===== src/sv/midi_running_status_parser_assert.svh =====
// ----------------------------------------------------------------------------
// midi running status parser assertion macros
// shared concurrent assertion forms used by the parser rtl
// ----------------------------------------------------------------------------
`ifndef MIDI_RUNNING_STATUS_PARSER_ASSERT_SVH
`define MIDI_RUNNING_STATUS_PARSER_ASSERT_SVH

// same-cycle implication, checked outside reset
`define MRSP_ASSERT_IMPL(label, clk, rst, ante, cons, msg) \
   label: assert property (@(posedge clk) disable iff (rst) (ante) |-> (cons)) \
      else $error(msg);

// next-cycle implication, checked outside reset
`define MRSP_ASSERT_NEXT(label, clk, rst, ante, cons, msg) \
   label: assert property (@(posedge clk) disable iff (rst) (ante) |=> (cons)) \
      else $error(msg);

`endif


===== src/sv/mrsp_pkg.sv =====
// ----------------------------------------------------------------------------
// mrsp_pkg
// byte codes and types for the midi running status parser
// ----------------------------------------------------------------------------
package mrsp_pkg;

   typedef logic [7:0] midi_byte_type;
   typedef logic [3:0] channel_type;

   // byte codes
   localparam midi_byte_type EXCL_START   = 8'hF0;
   localparam midi_byte_type EXCL_END     = 8'hF7;
   localparam midi_byte_type REALTIME_MIN = 8'hF8;
   localparam midi_byte_type ONE_DATA_LO  = 8'hC0;
   localparam midi_byte_type ONE_DATA_HI  = 8'hDF;
   localparam midi_byte_type STATUS_MIN   = 8'h80;
   localparam midi_byte_type NO_STATUS    = 8'h00;
   localparam midi_byte_type DATA_RESET   = 8'hFF;
   localparam midi_byte_type NIBBLE_MASK  = 8'h0F;

   // one result item
   typedef struct packed {
      logic          channel_match;
      logic          message_valid;
      midi_byte_type single_value;
      midi_byte_type note_velocity;
      midi_byte_type note_key;
      midi_byte_type status_byte;
   } rsp_type;

   // status byte that takes a single data byte
   function automatic logic is_one_data(input midi_byte_type status);
      return (status >= ONE_DATA_LO) && (status <= ONE_DATA_HI);
   endfunction

endpackage


===== src/sv/midi_running_status_parser.sv =====
// ----------------------------------------------------------------------------
// midi running status parser
// decodes midi bytes into channel messages, without back-pressure one byte a cycle
// ----------------------------------------------------------------------------
// Every byte accepted on the req channel produces exactly one transfer on the
// rsp channel, in order. While rsp_tready is high the block accepts one byte
// per clock: the byte decision is a single combinational pass from the parser
// state registers into the result register, so a new byte is accepted in the
// same cycle the previous result is taken, and while the result register is
// empty, with rsp_tvalid set in the next cycle. rsp_tuser[0] flags a byte that
// completed a channel message; the data fields always report the running
// status and the last key, velocity and single value. listen_channel is set
// through the csr port and should only be changed while no result is pending.
module midi_running_status_parser (
   input  logic                      clock,
   input  logic                      reset,
   // configuration
   input  logic                      csr_wr_en,
   input  mrsp_pkg::channel_type     csr_wr_data,   // listen_channel
   // received bytes
   input  logic                      req_tvalid,
   output logic                      req_tready,
   input  mrsp_pkg::midi_byte_type   req_tdata,     // [7:0] rx_byte
   // parsed results
   output logic                      rsp_tvalid,
   input  logic                      rsp_tready,
   output logic [31:0]               rsp_tdata,     // [7:0] status_byte, [15:8] note_key,
                                                    // [23:16] note_velocity, [31:24] single_value
   output logic [1:0]                rsp_tuser      // [0] message_valid, [1] channel_match
);
   import mrsp_pkg::*;

   // configuration register
   channel_type   listen_channel_ff;

   // parser state
   midi_byte_type running_status_ff, running_status_in;
   logic          awaiting_third_ff, awaiting_third_in;
   logic          in_exclusive_ff, in_exclusive_in;
   midi_byte_type key_ff, key_in;
   midi_byte_type velocity_ff, velocity_in;
   midi_byte_type value_ff, value_in;
   logic          msg_valid_in;

   // result register
   logic          rsp_valid_ff;
   rsp_type       rsp_ff, rsp_in;

   logic          req_xfer;
   logic          rsp_xfer;

   // take a byte whenever the result slot is free or draining this cycle
   assign req_tready = !rsp_valid_ff || rsp_tready;
   assign req_xfer   = req_tvalid && req_tready;
   assign rsp_xfer   = rsp_valid_ff && rsp_tready;

   // byte decision
   always_comb begin
      running_status_in = running_status_ff;
      awaiting_third_in = awaiting_third_ff;
      in_exclusive_in   = in_exclusive_ff;
      key_in            = key_ff;
      velocity_in       = velocity_ff;
      value_in          = value_ff;
      msg_valid_in      = 1'b0;

      // real-time bytes leave everything untouched
      if (req_tdata < REALTIME_MIN) begin
         if (req_tdata == EXCL_END) begin
            // end of sysex, status gone
            in_exclusive_in   = 1'b0;
            running_status_in = NO_STATUS;
            awaiting_third_in = 1'b0;
         end else if ((req_tdata == EXCL_START) || in_exclusive_ff) begin
            // sysex start or sysex payload
            in_exclusive_in   = 1'b1;
            running_status_in = NO_STATUS;
            awaiting_third_in = 1'b0;
         end else if (req_tdata >= STATUS_MIN) begin
            // new running status
            running_status_in = req_tdata;
            awaiting_third_in = 1'b0;
         end else if (awaiting_third_ff) begin
            // velocity closes a three-byte message
            awaiting_third_in = 1'b0;
            velocity_in       = req_tdata;
            msg_valid_in      = 1'b1;
         end else if (running_status_ff != NO_STATUS) begin
            if (is_one_data(running_status_ff)) begin
               // program change or channel pressure
               value_in     = req_tdata;
               msg_valid_in = 1'b1;
            end else begin
               // key, velocity still to come
               awaiting_third_in = 1'b1;
               key_in            = req_tdata;
            end
         end
         // data byte with no status is dropped
      end
   end

   // result built from the next-state values
   always_comb begin
      rsp_in.message_valid = msg_valid_in;
      rsp_in.status_byte   = running_status_in;
      rsp_in.note_key      = key_in;
      rsp_in.note_velocity = velocity_in;
      rsp_in.single_value  = value_in;
      rsp_in.channel_match =
         ((running_status_in & NIBBLE_MASK) == {4'b0000, listen_channel_ff});
   end

   // control and parser state
   always_ff @(posedge clock) begin
      if (reset) begin
         listen_channel_ff <= '0;
         running_status_ff <= NO_STATUS;
         awaiting_third_ff <= 1'b0;
         in_exclusive_ff   <= 1'b0;
         key_ff            <= DATA_RESET;
         velocity_ff       <= DATA_RESET;
         value_ff          <= NO_STATUS;
         rsp_valid_ff      <= 1'b0;
      end else begin
         if (csr_wr_en) begin
            listen_channel_ff <= csr_wr_data;
         end
         if (req_xfer) begin
            running_status_ff <= running_status_in;
            awaiting_third_ff <= awaiting_third_in;
            in_exclusive_ff   <= in_exclusive_in;
            key_ff            <= key_in;
            velocity_ff       <= velocity_in;
            value_ff          <= value_in;
            rsp_valid_ff      <= 1'b1;
         end else if (rsp_xfer) begin
            rsp_valid_ff      <= 1'b0;
         end
      end
   end

   // result payload, loaded on each req transfer
   always_ff @(posedge clock) begin
      if (req_xfer) begin
         rsp_ff <= rsp_in;
      end
   end

   assign rsp_tvalid = rsp_valid_ff;
   assign rsp_tdata  = {rsp_ff.single_value, rsp_ff.note_velocity,
                        rsp_ff.note_key, rsp_ff.status_byte};
   assign rsp_tuser  = {rsp_ff.channel_match, rsp_ff.message_valid};

   // checks
`include "midi_running_status_parser_assert.svh"

   `MRSP_ASSERT_IMPL(a_third_needs_two_data, clock, reset, awaiting_third_ff, (running_status_ff != NO_STATUS) && !is_one_data(running_status_ff), "waiting for velocity without a two-data status")
   `MRSP_ASSERT_IMPL(a_sysex_no_status, clock, reset, in_exclusive_ff, (running_status_ff == NO_STATUS) && !awaiting_third_ff, "status held during sysex")
   `MRSP_ASSERT_IMPL(a_msg_has_status, clock, reset, rsp_valid_ff && rsp_ff.message_valid, rsp_ff.status_byte != NO_STATUS, "message flagged with no running status")
   `MRSP_ASSERT_NEXT(a_xfer_loads_result, clock, reset, req_xfer, rsp_valid_ff && (rsp_ff.status_byte == running_status_ff), "accepted byte did not reach the result register")

endmodule

===== config.mk =====
export PLATFORM = sky130hd
export DESIGN_NAME = midi_running_status_parser
export DESIGN_NICKNAME = d
export VERILOG_FILES = /design/src/sv/mrsp_pkg.sv /design/src/sv/midi_running_status_parser.sv
export VERILOG_INCLUDE_DIRS = /design/src /design/src/sv
export SDC_FILE = /design/constraint.sdc
export NUM_CORES = 1
export LEC_CHECK = 0
export CORE_MARGIN = 3
export CORE_UTILIZATION = 40
export CTS_CLUSTER_DIAMETER = 200
export DETAILED_ROUTE_END_ITERATION = 16
export DONT_BUFFER_PORTS = 1
export REMOVE_ABC_BUFFERS = 1
export SETUP_SLACK_MARGIN = 0.2
export SLEW_MARGIN = 5
export SYNTH_ARGS = -nofsm -noshare
export SYNTH_HDL_FRONTEND = slang
export SYNTH_SLANG_ARGS = --single-unit

===== constraint.sdc =====
create_clock -name clock -period 2.5 [get_ports clock]
set_input_delay 0.125 -clock clock [delete_from_list [all_inputs] [get_ports clock]]
set_output_delay 0.125 -clock clock [all_outputs]
set_load 0.01 [all_outputs]

==> flow_metrics.env <==
export IMPL_wl_per_cell_microns=17.82
export IMPL_synth_cell_types=49
export IMPL_synth_area_sq_um=3182
export IMPL_drt_initial_drc_count=187
export IMPL_ys_flop_type="dfxtp_1"
export IMPL_h_tree_depth=3
export IMPL_setup_viol=0
export IMPL_numCtsBuffers=9
export IMPL_grt_pass1_vias=2188
export IMPL_die_x_microns=95.19
export IMPL_relSlewSlack_pct=54.56
export IMPL_grt_max_degree=40
export IMPL_nNetsFinal=326
export IMPL_hold_class="in2reg"
export IMPL_clock_root_buffer="clkbuf_8"
export IMPL_final_cells=413
export IMPL_cp_start_kind="flip-flop"
export IMPL_fin_crit_sh_pct=79.69
export IMPL_arrival_ns=2.23
export IMPL_mostFrequentLayoutCell="dfxtp_1"
export IMPL_portBuffers=0
export IMPL_pin_count=53
export IMPL_post_cts_resize_count=0
export IMPL_wl_mm=7.359
export IMPL_core_area_sq_um=7486
export IMPL_routed_via_density=5.596
export IMPL_maxCapViolations=0
export IMPL_leakage_nw=1.329
export IMPL_die_h_microns=95.19
export IMPL_tritoncts="built"
export IMPL_vdd_drop_max_v=0.0004168
export IMPL_powerDensity_nw_per_um2=687.3
export IMPL_diodes=0
export IMPL_critPathMaxFanout=9
export IMPL_dr_total_vias=2311
export IMPL_syn_avg_cell_area_sq_um=10.90
export IMPL_synth_seq_area_share_pct=56.63
export IMPL_clock_sinks=73
export IMPL_path_clk_slew_ns=0.08
export IMPL_maxSlewViolCount=0
export IMPL_globalplace_congestion=0.8173
export IMPL_synth_edf_count=34
export IMPL_worstMarginPinSlew_ns=0.6791
export IMPL_placedCellCount=377
export IMPL_drc=0
export IMPL_die_area_sq_um=9061
export IMPL_start_util_pct=42.50
export IMPL_grt_pass1_wl_mm=11.73
export IMPL_min_period_ns=1.992
export IMPL_grt_usage_pct=17.28
export IMPL_placementRows=31
export IMPL_fin_setup_tns_ns=0
export IMPL_rsz0062_at_grt="no"
export IMPL_yosysWarningCount=0
export IMPL_clk_insertion_delay_late_ns=0.34
export IMPL_crit_type="reg2reg"
export IMPL_crit_required_ns=2.74
export IMPL_clockBufferDepth=2
export IMPL_antenna_found_initial=0
export IMPL_finalClockSkew_ns=0.006119
export IMPL_grt_overflow_total=0
export IMPL_synthArstFlopShare_pct=0
export IMPL_ys_seq_elements=73
export IMPL_netlist_instances=292
export IMPL_dp_hpwl_mm=4.412
export IMPL_area_delta_synth_final_pct=14.98
export IMPL_dr_pass1_iters=4
export IMPL_drive_above_1_share_pct=13.38
export IMPL_cp_end_kind="flip-flop"
export IMPL_status="finished clean"
export IMPL_n_fill_cell=683
export IMPL_hold_viol=0
export IMPL_ant_nets=0
export IMPL_max_freq_mhz=501.9
export IMPL_post_cts_buffers=0
export IMPL_final_cell_mix="dfxtp_1, edfxtp_1, nand2_1"
## metal layers
layer  part of all wire, %  wire (microns)  vias to the layer above  GRT usage, %
met5                     0               0                        -             0
met4                   1.2              89                        0         5.168
met3                   6.5             475                       11         5.209
met2                    45            3299                       88         26.36
met1                    47            3493                     1120         23.61
li1                      -               -                     1092             -
## what timing repair did
action / 4_1_cts / 5_1_grt
endpoints found under the hold margin: 49 / 4
hold buffers: 17 / 3
setup endpoints to repair: 0 / 0
## critical path, stage by stage, from the launching register on
cell	delay (ns)
dfxtp_1	0.38
nor3_2	0.27
and4_1	0.47
and2_1	0.46
mux2i_1	0.25
nor2_1	0.05
## power by group
group / switching (mW) / internal, mW / total, mW
combinational: 0.128 / 0.104 / 0.231
sequential: 0.0512 / 1.32 / 1.37
clock: 0.446 / 0.464 / 0.910
total: 0.624 / 1.89 / 2.51
## final timing paths
| check | from | depth (start not counted) | slack [ns] | endpoint |
|---|---|---|---|---|
| setup / recovery | in_exclusive_ff | 5 | 0.51 | value_ff[0] |
| hold / removal | req_tdata[0] | 1 | 0.01 | rsp_tdata[24] |
| setup reg to reg | in_exclusive_ff | 5 | 0.51 | value_ff[0] |
| hold reg to reg | velocity_ff[7] | 1 | 0.45 | velocity_ff[7] |
## synthesized netlist by cell type (3+ instances only)
| master | count | area (sq um) |
|---|---|---|
| clkbuf_1 | 7 | 26.28 |
| buf_2 | 7 | 35.03 |
| o21ai_0 | 11 | 55.05 |
| nand2b_1 | 3 | 18.77 |
| inv_1 | 12 | 45.04 |
| nand2_1 | 32 | 120.1 |
| mux2_2 | 15 | 168.9 |
| nor2_1 | 31 | 116.4 |
| nor3_1 | 6 | 30.03 |
| buf_4 | 3 | 22.52 |
| nand4_1 | 4 | 25.02 |
| a211o_1 | 7 | 61.31 |
| a211oi_1 | 3 | 22.52 |
| mux2i_1 | 12 | 120.1 |
| nor2b_1 | 4 | 25.02 |
| a21oi_1 | 10 | 50.05 |
| nor4_1 | 3 | 18.77 |
| edfxtp_1 | 34 | 1021 |
| nand3b_1 | 7 | 52.55 |
| a32oi_1 | 5 | 43.79 |
| dfxtp_1 | 39 | 780.8 |
| nand3_1 | 4 | 20.02 |
## state kept, by name, summed over array words and instances (netlist names)
name and flops:
rsp_tdata 32, key_ff 8, running_status_ff 8, value_ff 8
velocity_ff 8, listen_channel_ff 4, rsp_tuser 2, awaiting_third_ff 1
in_exclusive_ff 1, rsp_tvalid 1
## stage by stage
step / hold slack, ns / setup WS [ns] / instance area (sq um) / utilization (%) / total power, mW
floorplan: 0.1941 / 0.3470 / 3087 / - / 1.529
global placement: 0.2007 / 0.5169 / 3253 / 43.46 / 1.579
detailed placement: 0.2018 / 0.5185 / 3253 / 43.46 / 1.582
CTS: 0.0009197 / 0.4945 / 3628 / 48.47 / 2.527
global route: 0.001149 / 0.2954 / 3659 / 48.87 / 2.620
finish: 0.01257 / 0.5077 / 3659 / 48.87 / 2.514
## layout make-up
cell class / instances / area, sq um / area share (%)
Clock inverter: 6 / 67.56 / 1.847
Timing Repair Buffer: 24 / 252.7 / 6.908
Sequential cell: 73 / 1802 / 49.25
Inverter: 12 / 45.04 / 1.231
Multi-Input combinational cell: 189 / 1240 / 33.89
Clock buffer: 10 / 127.6 / 3.488
Tap cell: 99 / 123.9 / 3.386
## cell families after synthesis
group / Yosys count / share of synthesized area [%]
AOI/OAI and AO/OA: 53 / 12.43
xor gates and xnor gates: 1 / 0.2753
buffers and inverters: 30 / 4.404
DFF: 73 / 56.63
muxes: 27 / 9.084
and+or+nand+nor: 108 / 17.18
No activity file was read; power rests on OpenSTA's default activity.
